**src/design/mtep_pkg.sv**
```systemverilog
// Types, codes and constants of the MIDI track event parser.
package mtep_pkg;

    // Parser phase within the track byte stream.
    typedef enum logic [3:0] {
        PH_DELTA,
        PH_STATUS,
        PH_DATA1,
        PH_DATA2,
        PH_MTYPE,
        PH_MLEN,
        PH_BODY,
        PH_SYSEX,
        PH_WAIT
    } t_phase;

    // Event kinds.
    localparam logic [3:0] KIND_NOTE_OFF   = 4'd0;
    localparam logic [3:0] KIND_NOTE_ON    = 4'd1;
    localparam logic [3:0] KIND_AFTERTOUCH = 4'd2;
    localparam logic [3:0] KIND_CONTROL    = 4'd3;
    localparam logic [3:0] KIND_PROGRAM    = 4'd4;
    localparam logic [3:0] KIND_PITCH      = 4'd5;
    localparam logic [3:0] KIND_TEMPO      = 4'd6;
    localparam logic [3:0] KIND_TRACK_END  = 4'd7;
    localparam logic [3:0] KIND_ERROR      = 4'd8;

    // Error codes.
    localparam logic [1:0] ERR_NONE      = 2'd0;
    localparam logic [1:0] ERR_LONG_VLQ  = 2'd1;
    localparam logic [1:0] ERR_TRUNCATED = 2'd2;
    localparam logic [1:0] ERR_NO_STATUS = 2'd3;

    // Status nibbles of channel messages.
    localparam logic [3:0] HI_NOTE_OFF   = 4'h8;
    localparam logic [3:0] HI_NOTE_ON    = 4'h9;
    localparam logic [3:0] HI_POLY_PRESS = 4'hA;
    localparam logic [3:0] HI_CONTROL    = 4'hB;
    localparam logic [3:0] HI_PROGRAM    = 4'hC;
    localparam logic [3:0] HI_CHAN_PRESS = 4'hD;

    // Special byte values.
    localparam logic [7:0] STATUS_SYSTEM   = 8'hF0;
    localparam logic [7:0] STATUS_SYSEX    = 8'hF0;
    localparam logic [7:0] STATUS_SONG_POS = 8'hF2;
    localparam logic [7:0] STATUS_SONG_SEL = 8'hF3;
    localparam logic [7:0] STATUS_META     = 8'hFF;
    localparam logic [7:0] SYSEX_END       = 8'hF7;
    localparam logic [7:0] META_TEMPO      = 8'h51;
    localparam logic [7:0] NO_STATUS       = 8'h00;
    localparam logic [6:0] DATA_MASK       = 7'h7F;

    localparam logic [2:0] VLQ_MAX_BYTES   = 3'd4;
    localparam logic [2:0] TEMPO_BYTES     = 3'd3;
    localparam logic [31:0] DELTA_MAX      = 32'hFFFF_FFFF;

    // Parser state carried from byte to byte.
    typedef struct packed {
        t_phase      phase;
        logic [7:0]  run_status;
        logic [7:0]  pending_status;
        logic [27:0] acc;
        logic [2:0]  qcnt;
        logic [6:0]  held;
        logic [7:0]  meta_type;
        logic [27:0] bytes_left;
        logic [23:0] tempo;
        logic [31:0] delta_sum;
        logic        error_seen;
    } t_state;

    localparam t_state STATE_RESET = '{
        phase:          PH_DELTA,
        run_status:     8'd0,
        pending_status: 8'd0,
        acc:            28'd0,
        qcnt:           3'd0,
        held:           7'd0,
        meta_type:      8'd0,
        bytes_left:     28'd0,
        tempo:          24'd0,
        delta_sum:      32'd0,
        error_seen:     1'b0
    };

    // One result word.
    typedef struct packed {
        logic [3:0]  event_kind;
        logic [3:0]  channel;
        logic [6:0]  first_data;
        logic [6:0]  second_data;
        logic [23:0] tempo_us;
        logic [31:0] delta_ticks;
        logic [1:0]  error_code;
        logic        track_done;
    } t_result;

endpackage

```
**src/design/mtep_ifs.sv**
```systemverilog
// Valid/ready channel interfaces for track bytes and parsed events.
interface mtep_in_if;
    logic       valid;
    logic       ready;
    logic [7:0] track_byte;
    logic       last_of_track;

    modport source (output valid, output track_byte, output last_of_track, input ready);
    modport sink   (input valid, input track_byte, input last_of_track, output ready);
endinterface

interface mtep_out_if;
    logic        valid;
    logic        ready;
    logic [3:0]  event_kind;
    logic [3:0]  channel;
    logic [6:0]  first_data;
    logic [6:0]  second_data;
    logic [23:0] tempo_us;
    logic [31:0] delta_ticks;
    logic [1:0]  error_code;
    logic        track_done;

    modport source (output valid, output event_kind, output channel, output first_data,
                    output second_data, output tempo_us, output delta_ticks,
                    output error_code, output track_done, input ready);
    modport sink   (input valid, input event_kind, input channel, input first_data,
                    input second_data, input tempo_us, input delta_ticks,
                    input error_code, input track_done, output ready);
endinterface

```
**src/design/mtep_step.sv**
```systemverilog
// Combinational next-state and result logic for one track byte.
module mtep_step (
    input  mtep_pkg::t_state  i_state,
    input  logic [7:0]        i_byte,
    input  logic              i_last,
    output mtep_pkg::t_state  o_state,
    output logic              o_emit,
    output mtep_pkg::t_result o_result
);

    mtep_pkg::t_state  s;
    mtep_pkg::t_result res;
    logic              emit;
    logic [6:0]        d;
    logic [27:0]       vlq_acc;
    logic [32:0]       sum;
    logic [27:0]       left_dec;
    logic [23:0]       tempo_next;
    logic              do_fail;
    logic [1:0]        fail_code;
    logic              do_first;
    logic              do_chan;
    logic [6:0]        chan_d1;
    logic [6:0]        chan_d2;
    logic              do_tempo;
    logic [23:0]       tempo_val;
    logic [3:0]        hi;
    logic [3:0]        kind;

    assign d       = i_byte[6:0] & mtep_pkg::DATA_MASK;
    assign vlq_acc = {i_state.acc[20:0], d};
    assign sum     = {1'b0, i_state.delta_sum} + {5'd0, vlq_acc};

    always_comb begin
        s          = i_state;
        res        = '0;
        emit       = 1'b0;
        do_fail    = 1'b0;
        fail_code  = mtep_pkg::ERR_NONE;
        do_first   = 1'b0;
        do_chan    = 1'b0;
        chan_d1    = 7'd0;
        chan_d2    = 7'd0;
        do_tempo   = 1'b0;
        tempo_val  = 24'd0;
        left_dec   = i_state.bytes_left - 28'd1;
        tempo_next = i_state.tempo;
        hi         = 4'd0;
        kind       = mtep_pkg::KIND_PITCH;

        // Per-phase handling of the byte.
        case (i_state.phase)
            mtep_pkg::PH_DELTA: begin
                if (i_state.qcnt >= mtep_pkg::VLQ_MAX_BYTES) begin
                    do_fail   = 1'b1;
                    fail_code = mtep_pkg::ERR_LONG_VLQ;
                end else begin
                    s.acc  = vlq_acc;
                    s.qcnt = i_state.qcnt + 3'd1;
                    if (!i_byte[7]) begin
                        s.delta_sum = sum[32] ? mtep_pkg::DELTA_MAX : sum[31:0];
                        s.phase     = mtep_pkg::PH_STATUS;
                    end
                end
            end
            mtep_pkg::PH_STATUS: begin
                if (i_byte[7]) begin
                    if (i_byte < mtep_pkg::STATUS_SYSTEM) begin
                        s.run_status     = i_byte;
                        s.pending_status = i_byte;
                        s.phase          = mtep_pkg::PH_DATA1;
                    end else if (i_byte == mtep_pkg::STATUS_META) begin
                        s.phase = mtep_pkg::PH_MTYPE;
                    end else if (i_byte == mtep_pkg::STATUS_SYSEX) begin
                        s.phase = mtep_pkg::PH_SYSEX;
                    end else if (i_byte inside {mtep_pkg::STATUS_SONG_POS,
                                                mtep_pkg::STATUS_SONG_SEL}) begin
                        s.meta_type  = 8'd0;
                        s.bytes_left = (i_byte == mtep_pkg::STATUS_SONG_POS) ? 28'd2 : 28'd1;
                        s.qcnt       = 3'd0;
                        s.tempo      = 24'd0;
                        s.phase      = mtep_pkg::PH_BODY;
                    end else begin
                        s.phase = mtep_pkg::PH_DELTA;
                        s.acc   = 28'd0;
                        s.qcnt  = 3'd0;
                    end
                end else if (i_state.run_status == mtep_pkg::NO_STATUS) begin
                    do_fail   = 1'b1;
                    fail_code = mtep_pkg::ERR_NO_STATUS;
                end else begin
                    s.pending_status = i_state.run_status;
                    do_first         = 1'b1;
                end
            end
            mtep_pkg::PH_DATA1: begin
                do_first = 1'b1;
            end
            mtep_pkg::PH_DATA2: begin
                do_chan = 1'b1;
                chan_d1 = i_state.held;
                chan_d2 = d;
            end
            mtep_pkg::PH_MTYPE: begin
                s.meta_type = i_byte;
                s.acc       = 28'd0;
                s.qcnt      = 3'd0;
                s.phase     = mtep_pkg::PH_MLEN;
            end
            mtep_pkg::PH_MLEN: begin
                if (i_state.qcnt >= mtep_pkg::VLQ_MAX_BYTES) begin
                    do_fail   = 1'b1;
                    fail_code = mtep_pkg::ERR_LONG_VLQ;
                end else begin
                    s.acc  = vlq_acc;
                    s.qcnt = i_state.qcnt + 3'd1;
                    if (!i_byte[7]) begin
                        if (vlq_acc == 28'd0) begin
                            do_tempo = (i_state.meta_type == mtep_pkg::META_TEMPO);
                            s.phase  = mtep_pkg::PH_DELTA;
                            s.acc    = 28'd0;
                            s.qcnt   = 3'd0;
                        end else begin
                            s.bytes_left = vlq_acc;
                            s.qcnt       = 3'd0;
                            s.tempo      = 24'd0;
                            s.phase      = mtep_pkg::PH_BODY;
                        end
                    end
                end
            end
            mtep_pkg::PH_BODY: begin
                // The first three bytes of a tempo body form the tempo value.
                if (i_state.meta_type == mtep_pkg::META_TEMPO &&
                    i_state.qcnt < mtep_pkg::TEMPO_BYTES) begin
                    tempo_next = {i_state.tempo[15:0], i_byte};
                    s.qcnt     = i_state.qcnt + 3'd1;
                end
                s.tempo      = tempo_next;
                s.bytes_left = left_dec;
                if (left_dec == 28'd0) begin
                    do_tempo  = (i_state.meta_type == mtep_pkg::META_TEMPO);
                    tempo_val = tempo_next;
                    s.phase   = mtep_pkg::PH_DELTA;
                    s.acc     = 28'd0;
                    s.qcnt    = 3'd0;
                end
            end
            mtep_pkg::PH_SYSEX: begin
                if (i_byte == mtep_pkg::SYSEX_END) begin
                    s.phase = mtep_pkg::PH_DELTA;
                    s.acc   = 28'd0;
                    s.qcnt  = 3'd0;
                end
            end
            default: begin
            end
        endcase

        // First data byte: one-byte messages complete here.
        hi = s.pending_status[7:4];
        if (do_first) begin
            s.held = d;
            if (hi inside {mtep_pkg::HI_PROGRAM, mtep_pkg::HI_CHAN_PRESS}) begin
                do_chan = 1'b1;
                chan_d1 = d;
                chan_d2 = 7'd0;
            end else begin
                s.phase = mtep_pkg::PH_DATA2;
            end
        end

        // Channel message kind from the status nibble.
        case (hi)
            mtep_pkg::HI_NOTE_OFF:   kind = mtep_pkg::KIND_NOTE_OFF;
            mtep_pkg::HI_NOTE_ON:    kind = (chan_d2 != 7'd0) ? mtep_pkg::KIND_NOTE_ON
                                                              : mtep_pkg::KIND_NOTE_OFF;
            mtep_pkg::HI_POLY_PRESS: kind = mtep_pkg::KIND_AFTERTOUCH;
            mtep_pkg::HI_CONTROL:    kind = mtep_pkg::KIND_CONTROL;
            mtep_pkg::HI_PROGRAM:    kind = mtep_pkg::KIND_PROGRAM;
            mtep_pkg::HI_CHAN_PRESS: kind = mtep_pkg::KIND_AFTERTOUCH;
            default:                 kind = mtep_pkg::KIND_PITCH;
        endcase

        // Build the result word; each result restarts the delta sum.
        res.delta_ticks = s.delta_sum;
        if (do_fail) begin
            res.event_kind = mtep_pkg::KIND_ERROR;
            res.error_code = fail_code;
            s.error_seen   = 1'b1;
            s.phase        = mtep_pkg::PH_WAIT;
            emit           = 1'b1;
        end else if (do_chan) begin
            res.event_kind  = kind;
            res.channel     = s.pending_status[3:0];
            res.first_data  = chan_d1;
            res.second_data = chan_d2;
            s.phase         = mtep_pkg::PH_DELTA;
            s.acc           = 28'd0;
            s.qcnt          = 3'd0;
            emit            = 1'b1;
        end else if (do_tempo) begin
            res.event_kind = mtep_pkg::KIND_TEMPO;
            res.tempo_us   = tempo_val;
            emit           = 1'b1;
        end
        if (emit) begin
            s.delta_sum = 32'd0;
        end

        // The last byte of a track always gives a result and clears the state.
        if (i_last) begin
            if (!emit) begin
                res             = '0;
                res.delta_ticks = s.delta_sum;
                if (s.error_seen || (s.phase == mtep_pkg::PH_DELTA && s.qcnt == 3'd0)) begin
                    res.event_kind = mtep_pkg::KIND_TRACK_END;
                end else begin
                    res.event_kind = mtep_pkg::KIND_ERROR;
                    res.error_code = mtep_pkg::ERR_TRUNCATED;
                end
            end
            res.track_done = 1'b1;
            emit           = 1'b1;
            s              = mtep_pkg::STATE_RESET;
        end
    end

    assign o_state  = s;
    assign o_emit   = emit;
    assign o_result = res;

endmodule

```
**src/design/mtep_out_buf.sv**
```systemverilog
// Two-entry result buffer: an output register backed by a skid register.
module mtep_out_buf (
    input  logic              i_clk,
    input  logic              i_rst_n,
    input  logic              i_push,
    input  mtep_pkg::t_result i_data,
    output logic              o_full,
    output logic              o_valid,
    input  logic              i_ready,
    output mtep_pkg::t_result o_data
);

    logic              r_out_valid;
    logic              n_out_valid;
    mtep_pkg::t_result r_out;
    mtep_pkg::t_result n_out;
    logic              r_skid_valid;
    logic              n_skid_valid;
    mtep_pkg::t_result r_skid;
    mtep_pkg::t_result n_skid;
    logic              take;

    assign take = r_out_valid && i_ready;

    // Refill the output register from the skid register first, then from a new word.
    always_comb begin
        n_out_valid  = r_out_valid;
        n_out        = r_out;
        n_skid_valid = r_skid_valid;
        n_skid       = r_skid;
        if (r_skid_valid) begin
            if (take) begin
                n_out        = r_skid;
                n_skid_valid = 1'b0;
            end
        end else if (i_push) begin
            if (!r_out_valid || take) begin
                n_out       = i_data;
                n_out_valid = 1'b1;
            end else begin
                n_skid       = i_data;
                n_skid_valid = 1'b1;
            end
        end else if (take) begin
            n_out_valid = 1'b0;
        end
    end

    always_ff @(posedge i_clk) begin
        if (!i_rst_n) begin
            r_out_valid  <= 1'b0;
            r_skid_valid <= 1'b0;
        end else begin
            r_out_valid  <= n_out_valid;
            r_skid_valid <= n_skid_valid;
        end
        r_out  <= n_out;
        r_skid <= n_skid;
    end

    assign o_full  = r_skid_valid;
    assign o_valid = r_out_valid;
    assign o_data  = r_out;

endmodule

```
**src/design/midi_track_event_parser.sv**
```systemverilog
// Top level of the MIDI track event parser.
//
// Usage: i_in carries one track byte per word, starting at the first delta
// time of a track chunk body, with last_of_track set on the final byte.
// o_out carries parsed events: channel messages, tempo meta events, a track
// end marker and errors, each with the ticks summed since the last event.
// The event a byte completes is loaded into the output register, or the skid
// register if o_out stalls. One byte is taken per cycle while the skid
// register is empty; one state register, updated by one logic pass per byte.
// The output side is a two-word buffer (output register plus skid register).
// When the receiver stalls, bytes are still taken until both words are full;
// i_in.ready drops only while the skid register holds a word.
// Reset (synchronous, i_rst_n low) clears the parser to expect a delta time
// with no running status and empties the output buffer. The last byte of a
// track also returns the parser to that state for the next track.
module midi_track_event_parser (
    input  logic            i_clk,
    input  logic            i_rst_n,
    mtep_in_if.sink         i_in,
    mtep_out_if.source      o_out
);

    mtep_pkg::t_state  r_state;
    mtep_pkg::t_state  n_state;
    logic              step_emit;
    mtep_pkg::t_result step_result;
    mtep_pkg::t_result out_word;
    logic              buf_full;
    logic              accept;

    assign i_in.ready = !buf_full;
    assign accept     = i_in.valid && !buf_full;

    // Next state and result for the byte on the input.
    mtep_step u_step (
        .i_state  (r_state),
        .i_byte   (i_in.track_byte),
        .i_last   (i_in.last_of_track),
        .o_state  (n_state),
        .o_emit   (step_emit),
        .o_result (step_result)
    );

    // Parser state advances on every accepted word.
    always_ff @(posedge i_clk) begin
        if (!i_rst_n) begin
            r_state <= mtep_pkg::STATE_RESET;
        end else if (accept) begin
            r_state <= n_state;
        end
    end

    mtep_out_buf u_out_buf (
        .i_clk   (i_clk),
        .i_rst_n (i_rst_n),
        .i_push  (accept && step_emit),
        .i_data  (step_result),
        .o_full  (buf_full),
        .o_valid (o_out.valid),
        .i_ready (o_out.ready),
        .o_data  (out_word)
    );

    assign o_out.event_kind  = out_word.event_kind;
    assign o_out.channel     = out_word.channel;
    assign o_out.first_data  = out_word.first_data;
    assign o_out.second_data = out_word.second_data;
    assign o_out.tempo_us    = out_word.tempo_us;
    assign o_out.delta_ticks = out_word.delta_ticks;
    assign o_out.error_code  = out_word.error_code;
    assign o_out.track_done  = out_word.track_done;

endmodule

```
**src/flat_wrapper.sv**
```systemverilog
// flat-port wrapper written by rule: the top's interface ports become plain ports
module midi_track_event_parser_flat 
  (i_clk, i_rst_n, i_in_valid, i_in_track_byte, i_in_last_of_track, i_in_ready, o_out_valid, o_out_event_kind, o_out_channel, o_out_first_data, o_out_second_data, o_out_tempo_us, o_out_delta_ticks, o_out_error_code, o_out_track_done, o_out_ready);
  mtep_in_if i_in_i ();
  mtep_out_if o_out_i ();
  input  logic i_clk;
  input  logic i_rst_n;
  input wire logic [$bits(i_in_i.valid)-1:0] i_in_valid;
  input wire logic [$bits(i_in_i.track_byte)-1:0] i_in_track_byte;
  input wire logic [$bits(i_in_i.last_of_track)-1:0] i_in_last_of_track;
  output wire logic [$bits(i_in_i.ready)-1:0] i_in_ready;
  output wire logic [$bits(o_out_i.valid)-1:0] o_out_valid;
  output wire logic [$bits(o_out_i.event_kind)-1:0] o_out_event_kind;
  output wire logic [$bits(o_out_i.channel)-1:0] o_out_channel;
  output wire logic [$bits(o_out_i.first_data)-1:0] o_out_first_data;
  output wire logic [$bits(o_out_i.second_data)-1:0] o_out_second_data;
  output wire logic [$bits(o_out_i.tempo_us)-1:0] o_out_tempo_us;
  output wire logic [$bits(o_out_i.delta_ticks)-1:0] o_out_delta_ticks;
  output wire logic [$bits(o_out_i.error_code)-1:0] o_out_error_code;
  output wire logic [$bits(o_out_i.track_done)-1:0] o_out_track_done;
  input wire logic [$bits(o_out_i.ready)-1:0] o_out_ready;
  assign i_in_i.valid = i_in_valid;
  assign i_in_i.track_byte = i_in_track_byte;
  assign i_in_i.last_of_track = i_in_last_of_track;
  assign i_in_ready = i_in_i.ready;
  assign o_out_valid = o_out_i.valid;
  assign o_out_event_kind = o_out_i.event_kind;
  assign o_out_channel = o_out_i.channel;
  assign o_out_first_data = o_out_i.first_data;
  assign o_out_second_data = o_out_i.second_data;
  assign o_out_tempo_us = o_out_i.tempo_us;
  assign o_out_delta_ticks = o_out_i.delta_ticks;
  assign o_out_error_code = o_out_i.error_code;
  assign o_out_track_done = o_out_i.track_done;
  assign o_out_i.ready = o_out_ready;
  midi_track_event_parser u_core (.i_clk(i_clk), .i_rst_n(i_rst_n), .i_in(i_in_i), .o_out(o_out_i));
endmodule
```
**config.mk**
```make
export PLATFORM = sky130hd
export DESIGN_NAME = midi_track_event_parser_flat
export DESIGN_NICKNAME = d
export VERILOG_FILES = /design/src/design/mtep_pkg.sv /design/src/design/mtep_ifs.sv /design/src/design/mtep_step.sv /design/src/design/mtep_out_buf.sv /design/src/design/midi_track_event_parser.sv /design/src/flat_wrapper.sv
export SDC_FILE = /design/constraint.sdc
export NUM_CORES = 1
export LEC_CHECK = 0
export ABC_AREA = 1
export BUFFER_PORTS_ARGS = -buffer_cell sky130_fd_sc_hd__clkbuf_2
export CORE_MARGIN = 2
export CORE_UTILIZATION = 50
export DETAILED_ROUTE_END_ITERATION = 6
export PLACE_DENSITY = 0.7
export SYNTH_ARGS = -nofsm -noshare
export SYNTH_HDL_FRONTEND = slang
export SYNTH_SLANG_ARGS = --single-unit
```
**constraint.sdc**
```tcl
create_clock -name i_clk -period 14.1 [get_ports i_clk]
set_input_delay 0.705 -clock i_clk [delete_from_list [all_inputs] [get_ports i_clk]]
set_output_delay 0.705 -clock i_clk [all_outputs]
set_load 0.02 [all_outputs]
```
==> results of run 1 <==
==> Yosys cell counts, drive strengths merged <==
cell and instances:
nand2 615, o211ai 16, nand3 63, clkinv 8, a21oi 211, o2111ai 7, o21ai 114, ha 32
dfxtp 146, nand3b 7, a32oi 1, nor2 253, xnor2 15, o21a 6, mux2i 24, and2 2
o221ai 1, a41oi 1, fa 1, clkbuf 73, a2111oi 1, mux2 23, inv 185, nand4 27
a22oi 8, edfxtp 162, a2bb2oi 20, o21bai 3, a211oi 13, a31oi 5, a221oi 18, or2 3
a21o 2, nor3b 1, xor2 13, a21boi 2, buf 24, nor3 25, nor4 7, o22ai 18
==> worst min path at each step <==
| stage | start | to | slack [ns] | cells after the start |
|---|---|---|---|---|
| after global placement | u_core.r_state[52] | u_core.r_state[52] | 0.45 | 2 |
| after detailed placement | u_core.r_state[91] | u_core.r_state[91] | 0.45 | 2 |
| after CTS | u_core.r_state[91] | u_core.r_state[91] | 0.46 | 2 |
| after global routing | u_core.r_state[87] | u_core.r_state[87] | 0.48 | 2 |
| final | u_core.r_state[91] | u_core.r_state[91] | 0.46 | 2 |
| after floorplan | u_core.r_state[92] | u_core.r_state[92] | 0.44 | 2 |
==> area by class of cell <==
| cell class | count | area share, % |
|---|---|---|
| multi-input combinational | 1558 | 42.90 |
| sequential | 308 | 41.27 |
| clock buffer | 45 | 4.945 |
| inverter | 193 | 3.865 |
| timing repair buffer | 111 | 3.155 |
| tap | 448 | 2.970 |
| clock inverter | 15 | 0.9016 |
==> sequential cells by signal (all words and copies together), names as in the netlist <==
signal	count
u_core.u_out_buf.o_valid	1
u_core.u_out_buf.o_full	1
u_core.u_out_buf.o_data	81
u_core.u_out_buf.r_skid	81
u_core.r_state	144
==> metal layers <==
layer  track usage, %  vias to the layer above  routed length [um]
li1                 -                     7375                   -
met1            40.42                     7236               22910
met2            41.01                      520               21600
met3            3.110                       71                3018
met4            7.782                        0                1219
met5                0                        -                   0
==> report_power, final <==
group | internal (mW) | switching [mW] | leakage [nW] | total (mW)
sequential | 0.976 | 0.0164 | 2.65 | 0.992
clock | 0.524 | 0.362 | 0.530 | 0.886
combinational | 0.0772 | 0.194 | 4.36 | 0.271
total | 1.58 | 0.572 | 7.54 | 2.15
==> worst max-delay path, delay by kind of cell (launching register included) <==
kind / cells / cell delay [ns]
buf+inv: 6 / 1.61
flops: 1 / 0.40
simple gates: 9 / 1.12
compound gates: 1 / 0.54
==> logic make-up after synthesis <==
| family | after synthesis | share of synthesized area (%) |
|---|---|---|
| and+or+nand+nor | 1003 | 25.32 |
| AOI/OAI and AO/OA | 447 | 15.27 |
| DFF | 308 | 45.77 |
| buffers and inverters | 290 | 6.788 |
| muxes | 47 | 2.934 |
| adders and majority gates | 33 | 2.471 |
| xor gates and xnor gates | 28 | 1.441 |
==> metrics.md, run 1 <==
| Metric | Value |
|---|---|
| Max clock buf depth | `3` |
| Pre-CTS WS | `9.523 ns` |
| Dpl cells | `2,618` |
| Setup repair after global routing missed its margin | `false` |
| CTS resizes | `0` |
| Detailed-route via count | `15,202` |
| Clock Sinks | `308` |
| Final Util | `56.29%` |
| Yosys reg bits | `308` |
| Via-to-Cell Ratio | `5.677` |
| Synth area leaders | `edfxtp_1 29%, dfxtp_1 17%, nand2_1 13%` |
| Worst EP arrival | `4.26 ns` |
| Area leader, netlist | `edfxtp_1` |
| Initial antenna violation count | `0` |
| Inserted Diodes | `0` |
| Post-Route WL | `48,750 um` |
| Fin. Hold Viols | `0` |
| Setup crit end | `u_core.u_out_buf.o_data[39]` |
| Worst setup SP type | `flip-flop` |
| Clock Latency Late Sink | `0.53 ns` |
| Slack of the critical path | `9.958 ns` |
| CP max FO | `81` |
| Pin slew with the least headroom to its limit | `1.266 ns` |
| Slew Limit Fails | `0` |
| Critical Path Source | `u_core.r_state[150]` |
| I/O pins | `96` |
| Fmax | `241.4 MHz` |
| Fin nets | `2,252` |
| Setup-failing EPs final | `0` |
| Launching point of the worst reg2reg path | `u_core.r_state[150]` |
| Post-route antenna net violation count | `0` |
| Total number of H-tree levels | `2` |
| Slew HR | `15.29%` |
| Sum Neg Setup Slack | `0 ns` |
| Hold Crit Class | `reg2reg` |
| Worst reg2reg setup slack | `9.96 ns` |
| Critical setup path kind | `reg2reg` |
| Critical Path Sink Type | `flip-flop` |
| Clk slew on worst S/H paths | `0.06 ns` |
| Postcts setup bufs | `0` |
| CTS tree | `yes` |
| Syn Area/Cell | `7.891 um2` |
| Num CTS Buffers | `34` |
| WP data required | `14.22 ns` |
| Drt pass-1 iters | `5` |
| Initial core utilization | `50.74%` |
| Pleak | `7.540 nW` |
| Cells after Synth | `2,156` |
| WL/cell | `18.20 um` |
| Reg2reg end | `u_core.u_out_buf.o_data[39]` |
| Slowest-stage cell, CP | `inv_1` |
| Synth warnings | `0` |
| Layout cells sized above 1 | `12.02%` |
| Fill cells | `3,147` |
| Die area | `35,520 um2` |
| CTS root buf | `clkbuf_16` |
| Pin count of the biggest net entering global routing | `82` |
| Period utilization | `29.37%` |
| Period minus WS final | `4.142 ns` |
| Distinct cells, synth | `58` |
| Most frequent cell on the critical path | `nand2_1` |
| GR Overflow Total | `0` |
| Max-Cap Viols | `0` |
| Outcome | `finished, final reports clean` |
| Hold-fix buffers, CTS | `0` |
| Gpl congestion | `0.9298` |
| Die Y | `188.5 um` |
| Peak supply drop | `0.07969 mV` |
| Register area share after synthesis | `45.77%` |
| Initial drt markers | `1,543` |
| CP Cell Sequence | `inv_1 > nand2_1 > nor3_2 > inv_1 > nand2_1 > nand2_1 > nand2_1 > inv_2 > nand3_2 > inv_2 > nand2_1 > o21ai_0 > inv_1 > nor2_1 > nor2_4 > buf_4` |
| Pwr/cell area | `113.9 nW/um2` |
| Area of all sequential standard cells | `7789 um2` |
| Fin cells | `2,678` |
| Row count | `67` |
| Most common cell after layout, fill and taps aside | `nand2_1` |
| Area grow syn2layout | `10.94%` |
| Mapped Area | `17,010 um2` |
| Tot Pwr | `2.150 mW` |
| R2R depth | `16` |
| Most frequent cells in the layout | `605 x nand2_1, 212 x nor2_1, 209 x a21oi_1` |
| Hold_ws | `0.4634 ns` |
| Design Area, Final | `18,870 um2` |
| Die width | `188.5 um` |
| Clk_skew | `0.02413 ns` |
| Post-DP Area | `17,770 um2` |
| Slowest stage delay, CP | `0.71 ns` |
| Multi-input gate area | `8097 um2` |
| Core area | `33,530 um2` |
| Syn Nets | `2,202` |
| Synth top area share | `28.59%` |
| GRT Total Usage | `26.97%` |
| Vias in the first global route | `13,601` |
| Wire length of the first global-routing pass | `76,570 um` |
| Residual DRC | `0` |
| Placed wire-length estimate | `34,090 um` |
| Port Buf Inserts | `95` |
No activity file was read; power rests on OpenSTA's default activity.
==> inputs of run 2 (changes only) <==
- ABC_AREA: 1 -> 0
- PLACE_DENSITY: 0.7 -> 0.71
- clock period: 14.1 -> 4.25 ns (I/O delays scaled with it)
==> run 2 against run 1 <==
Against the previous run:
- final cell count down 23%
- flip-flop and latch count unchanged
- sequential share of layout area up 2.6 points
- setup slack worse by 9.6 ns
- utilization up 1.9 points
- first-iteration DRC count down 34%
- critical endpoint is now u_core.u_out_buf.r_skid[53]
- largest cell class is now sequential cells
==> metrics.md, run 2 <==
| Metric | Value |
|---|---|
| Max-Cap Viols | `0` |
| Design Area, Final | `17,750 um2` |
| Dpl cells | `1,989` |
| Setup repair after global routing missed its margin | `false` |
| Synth warnings | `0` |
| Pre-CTS WS | `0.3856 ns` |
| Worst setup SP type | `flip-flop` |
| CTS tree | `yes` |
| Pint | `5.270 mW` |
| Setup-failing EPs final | `0` |
| Drt pass-1 iters | `5` |
| Distinct cells, synth | `83` |
| Slowest stage delay, CP | `0.56 ns` |
| Setup crit end | `u_core.u_out_buf.r_skid[53]` |
| Ys async rst share | `0%` |
| Slew HR | `42.44%` |
| Critical Path Sink Type | `flip-flop` |
| Gate power share | `8.8%` |
| Worst EP arrival | `4.10 ns` |
| Inserted Diodes | `0` |
| Core area | `30,510 um2` |
| Fmax | `254.0 MHz` |
| Flop pwr share | `46.8%` |
| Port Buf Inserts | `95` |
| Yosys reg bits | `308` |
| Pin count of the biggest net entering global routing | `82` |
| Syn Nets | `1,598` |
| Hold_ws | `0.03635 ns` |
| Synth Flop Type | `edfxtp_1` |
| Initial core utilization | `50.73%` |
| Fin. Hold Viols | `0` |
| Slew Limit Fails | `0` |
| Wire length of the first global-routing pass | `63,680 um` |
| Sum Neg Setup Slack | `0 ns` |
| Clock Sinks | `308` |
| Most common cell after layout, fill and taps aside | `nor2_1` |
| Initial antenna violation count | `0` |
| Mapped Area | `15,480 um2` |
| Slack of the critical path | `0.3126 ns` |
| GRT Total Usage | `23.82%` |
| Top cells by count, synth | `189 x nor2_1, 162 x edfxtp_1, 146 x dfxtp_1` |
| Post-Route WL | `39,690 um` |
| Pleak | `6.764 nW` |
| Syn Area/Cell | `9.973 um2` |
| EDFF count, synth | `162` |
| Worst reg2reg setup slack | `0.31 ns` |
| I/O pins | `96` |
| Max FFs per register | `144` |
| Clk slew on worst S/H paths | `0.06 ns` |
| Period minus WS final | `3.937 ns` |
| Die Y | `179.9 um` |
| Post-DP Area | `16,570 um2` |
| GR Overflow Total | `0` |
| Most frequent cell on the critical path | `nor3_2` |
| Synth top area share | `31.43%` |
| P_sw | `1.673 mW` |
| Residual DRC | `0` |
| Register area share after synthesis | `50.32%` |
| CP Cell Sequence | `nor3_2 > nand3_2 > xnor2_1 > or4_1 > nor4_2 > and2_4 > nor3_2 > a21o_1 > nor3b_4 > buf_12` |
| R2R depth | `10` |
| Detailed-route via count | `12,603` |
| Num CTS Buffers | `34` |
| Peak supply drop | `0.3137 mV` |
| Fin cells | `2,052` |
| CTS root buf | `clkbuf_16` |
| Placed wire-length estimate | `26,520 um` |
| Period utilization | `92.65%` |
| Post-route antenna net violation count | `0` |
| Critical setup path kind | `reg2reg` |
| Layout cells sized above 1 | `17.81%` |
| Hold Crit Class | `in2reg` |
| Outcome | `finished, final reports clean` |
| Via-to-Cell Ratio | `6.142` |
| Area leader, netlist | `edfxtp_1` |
| Switching Fraction | `24.10%` |
| Area grow syn2layout | `14.71%` |
| Critical Path Source | `u_core.r_state[61]` |
| Slowest-stage cell, CP | `or4_1` |
| Clk_skew | `0.02614 ns` |
| CP max FO | `81` |
| Die area | `32,380 um2` |
| Fin nets | `1,676` |
| Total number of H-tree levels | `2` |
| Reg2reg end | `u_core.u_out_buf.r_skid[53]` |
| Clock Power Share | `44.4%` |
| Initial drt markers | `1,013` |
| Tot Pwr | `6.942 mW` |
| Final Util | `58.19%` |
| Most frequent cells in the layout | `189 x nor2_1, 162 x edfxtp_1, 141 x dfxtp_1` |
| Pwr/cell area | `391.0 nW/um2` |
| Clock Latency Late Sink | `0.52 ns` |
| Gpl congestion | `0.9394` |
| WL/cell | `19.34 um` |
| Register with the most flip-flops | `u_core.r_state` |
| Cells after Synth | `1,552` |
| Row count | `64` |
| WP data required | `4.41 ns` |
| Launching point of the worst reg2reg path | `u_core.r_state[61]` |
| Die width | `179.9 um` |
| Synth area leaders | `edfxtp_1 31%, dfxtp_1 19%, nor2_1 4.6%` |
| Vias in the first global route | `11,806` |
| Pin slew with the least headroom to its limit | `0.8555 ns` |
| Most numerous cell in the Yosys netlist | `nor2_1` |
| Max clock buf depth | `3` |
[run 2: cell count changes after synthesis, moves of 30 or more]
cell | before | now
nand2_1 | 605 | 124
o31ai_1 | 0 | 33
a22o_1 | 0 | 47
nand3_1 | 60 | 21
a21oi_1 | 209 | 110
nor3_1 | 24 | 54
inv_1 | 171 | 31
a22oi_1 | 8 | 65
o21ai_0 | 103 | 47
[run 2: cell type report]
cell class	instances	area, um2
timing repair buffer	144	883.3
tap	396	495.5
clock inverter	18	221.5
clock buffer	44	954.7
multi-input combinational	1110	7284
sequential	308	7794
fill	2564	12760
inverter	32	120.1
[run 2: repair_timing]
item / in CTS / in global routing
gates resized for setup: 0 / 0
hold buffers: 1 / 0
setup buffers: 0 / 0
hold endpoints to repair: 1 / 0
[run 2: worst max-delay path: cells and delay by family, from the launching register on]
family | cells | cell delay (ns)
flops | 1 | 0.37
compound gates | 1 | 0.24
buf+inv | 1 | 0.40
xor+xnor | 1 | 0.24
simple gates | 7 | 2.25
[run 2: how the worst min path moves through the flow]
stage,from,end,slack [ns],cells past startpoint
floorplan,i_in_last_of_track,u_core.u_out_buf.r_skid[0],0.31,0
global placement,u_core.r_state[95],u_core.r_state[95],0.44,2
detailed placement,u_core.r_state[98],u_core.r_state[98],0.45,2
CTS,i_in_track_byte[3],u_core.r_state[106],0.008,2
global route,i_in_track_byte[3],u_core.r_state[106],0.03,2
finish,i_in_track_byte[3],u_core.r_state[106],0.04,2
[run 2: routing by layer]
metal  wire (um)  track usage [%]  vias to the layer above
met3        2222            3.404                       64
li1            -                -                     6006
met1       18610            34.16                     6150
met5           0                0                        -
met2       17980            37.82                      383
met4         869            6.537                        0
[run 2: power by group through the flow]
stage	registers (mW)	clock network, mW	logic (mW)
2_1_floorplan	3.36	0	0.355
3_3_place_gp	3.31	0	0.591
3_5_place_dp	3.32	0	0.602
4_1_cts	3.25	3.13	0.606
5_1_grt	3.26	3.25	0.657
6_report	3.25	3.08	0.609
[run 2: cell families after synthesis]
| logic type | Yosys count | share of synthesized area [%] |
|---|---|---|
| simple gates | 528 | 16.40 |
| compound gates | 436 | 19.84 |
| flops | 308 | 50.32 |
| buf+inv | 134 | 3.371 |
| mux | 72 | 5.036 |
| xor+xnor | 41 | 2.320 |
| fa+ha+maj | 33 | 2.716 |
==> inputs of run 3 (changes only) <==
- CORE_UTILIZATION: 50 -> 60
- PLACE_DENSITY: 0.71 -> 0.82
==> run 3 against run 2 <==
Against the previous run:
- final cell count down 3.1%
- fmax down 2.2%
- setup slack worse by 0.090 ns
- non-clock buffer count up 6
- clock skew down 0.012 ns
- wire length up 1.2%
- clock-buffer cell count down 8
- clock power down 5%
- sequential power about the same
- design area down 0.57%
- largest power group unchanged
- global-route usage up 5.3 points
- flip-flop and latch count unchanged
==> metrics.md, run 3 (synthesis results as in run 2) <==
| Metric | Value |
|---|---|
| Outcome | `finished, final reports clean` |
| Layout cells sized above 1 | `17.79%` |
| Placed wire-length estimate | `27,120 um` |
| Critical setup path kind | `reg2reg` |
| WP data required | `4.49 ns` |
| Setup crit end | `u_core.u_out_buf.r_skid[57]` |
| Slowest-stage cell, CP | `or4b_1` |
| Post-route antenna net violation count | `0` |
| Design Area, Final | `17,650 um2` |
| Pwr/cell area | `385.0 nW/um2` |
| Wire length of the first global-routing pass | `63,360 um` |
| WHS Path Cells | `3` |
| Hold Crit Class | `in2reg` |
| CP bufs+invs | `1` |
| Residual DRC | `0` |
| Post-DP Area | `16,530 um2` |
| CTS tree | `yes` |
| Critical Path Source | `u_core.r_state[149]` |
| Area of all sequential standard cells | `7794 um2` |
| Die width | `164.6 um` |
| Most common cell after layout, fill and taps aside | `nor2_1` |
| Detailed-route via count | `12,872` |
| Hold_ws | `0.02430 ns` |
| Worst setup SP type | `flip-flop` |
| CP Cell Sequence | `or4b_1 > nor2_1 > o221ai_1 > nor4_1 > or3_1 > nor3_2 > a21o_1 > nor3b_4 > buf_12` |
| Slew Limit Fails | `0` |
| Die Y | `164.6 um` |
| Clock Latency Late Sink | `0.57 ns` |
| GR Overflow Total | `0` |
| Register with the most flip-flops | `u_core.r_state` |
| Initial drt markers | `1,446` |
| Max FFs per register | `144` |
| Gpl congestion | `0.9829` |
| R2R depth | `9` |
| Fin. Hold Viols | `0` |
| Clk_skew | `0.01401 ns` |
| Row count | `58` |
| Pleak | `6.756 nW` |
| Clock Sinks | `308` |
| Max clock buf depth | `3` |
| Worst EP arrival | `4.27 ns` |
| Period minus WS final | `4.027 ns` |
| CP max FO | `42` |
| Fill cells | `1,837` |
| Critical Path Sink Type | `flip-flop` |
| Final Util | `69.90%` |
| Pin slew with the least headroom to its limit | `1.055 ns` |
| Die area | `27,100 um2` |
| Port Buf Inserts | `95` |
| Clk slew on worst S/H paths | `0.06 ns` |
| Pre-CTS WS | `0.3152 ns` |
| Largest delay share family, worst path | `simple AND/OR/NAND/NOR gates` |
| I/O pins | `96` |
| CTS root buf | `clkbuf_16` |
| Total number of H-tree levels | `1` |
| Setup repair after global routing missed its margin | `false` |
| Reg2reg end | `u_core.u_out_buf.r_skid[57]` |
| Post-Route WL | `40,170 um` |
| Peak supply drop | `0.3310 mV` |
| Postcts setup bufs | `0` |
| Worst reg2reg setup slack | `0.22 ns` |
| Initial core utilization | `61.29%` |
| Period utilization | `94.76%` |
| Stages on the worst setup path | `9` |
| Core area | `25,250 um2` |
| Slack of the critical path | `0.2226 ns` |
| Max-Cap Viols | `0` |
| Via-to-Cell Ratio | `6.475` |
| Setup-failing EPs final | `0` |
| Fmax | `248.3 MHz` |
| Slowest stage delay, CP | `0.78 ns` |
| Tot Pwr | `6.797 mW` |
| Vias in the first global route | `11,973` |
| Launching point of the worst reg2reg path | `u_core.r_state[149]` |
| Slew HR | `29.67%` |
| GRT Total Usage | `29.11%` |
| WL/cell | `20.21 um` |
| Num CTS Buffers | `31` |
| Area grow syn2layout | `14.05%` |
| Initial antenna violation count | `0` |
| Multi-input gate area | `7287 um2` |
| Fin nets | `1,679` |
| Inserted Diodes | `0` |
| Pin count of the biggest net entering global routing | `97` |
| Most frequent cells in the layout | `188 x nor2_1, 162 x edfxtp_1, 141 x dfxtp_1` |
| Drt pass-1 iters | `7` |
-- run 3: cell types whose count changed in the layout (fill, tap and decap cells not counted), sizes merged --
cell,delta
clkbuf,-8
bufinv,+3
inv,-2
clkinvlp,+2
buf,+5
dlygate4sd3,+1
clkinv,+1
-- run 3: final cells by class --
class	count	share of cell area, %
flip-flops and latches	308	44.15
well taps	330	2.339
clock buffers	36	4.501
clock inverters	22	1.701
repair buffers	150	5.344
inverters	32	0.6805
multi-input cells	1110	41.28
-- run 3: per-stage QoR --
| stage | setup TNS (ns) | std cells |
|---|---|---|
| 5_1_grt | 0 | 1988 |
| 3_3_place_gp | 0 | 1928 |
| 2_1_floorplan | -138.63 | 1552 |
| 3_5_place_dp | 0 | 1928 |
| 6_report | 0 | 1988 |
| 4_1_cts | 0 | 1988 |
-- run 3: power breakdown --
group	leakage (nW)	internal, mW	switching (mW)
sequential	2.66	3.21	0.0399
combinational	3.57	0.209	0.410
clock	0.527	1.76	1.16
total	6.76	5.18	1.61
-- run 3: worst min-delay path: cells and delay by family --
| family | cells | cell delay (ns) |
|---|---|---|
| simple gates | 1 | 0.11 |
| compound gates | 1 | 0.07 |
| buf+inv | 1 | 0.15 |
-- run 3: per-layer routing --
metal / global-route usage (%) / up-vias / share of wire (%)
met5: 0 / - / 0
met1: 41.05 / 6164 / 43
met4: 8.972 / 0 / 2.8
li1: - / 6012 / -
met3: 4.119 / 92 / 8.6
met2: 46.80 / 604 / 46
-- run 3: how the worst min path moves through the flow --
stage / from / endpoint
finish: i_rst_n / u_core.r_state[102]
global route: i_rst_n / u_core.r_state[100]
detailed placement: u_core.r_state[93] / u_core.r_state[93]
global placement: u_core.r_state[97] / u_core.r_state[97]
floorplan: i_in_last_of_track / u_core.u_out_buf.r_skid[0]
CTS: i_rst_n / u_core.r_state[102]
-- run 3: timing repair --
item,CTS,global route
setup endpoints to repair,0,1
hold endpoints to repair,1,0
gates resized for setup,0,1
hold buffers,2,0
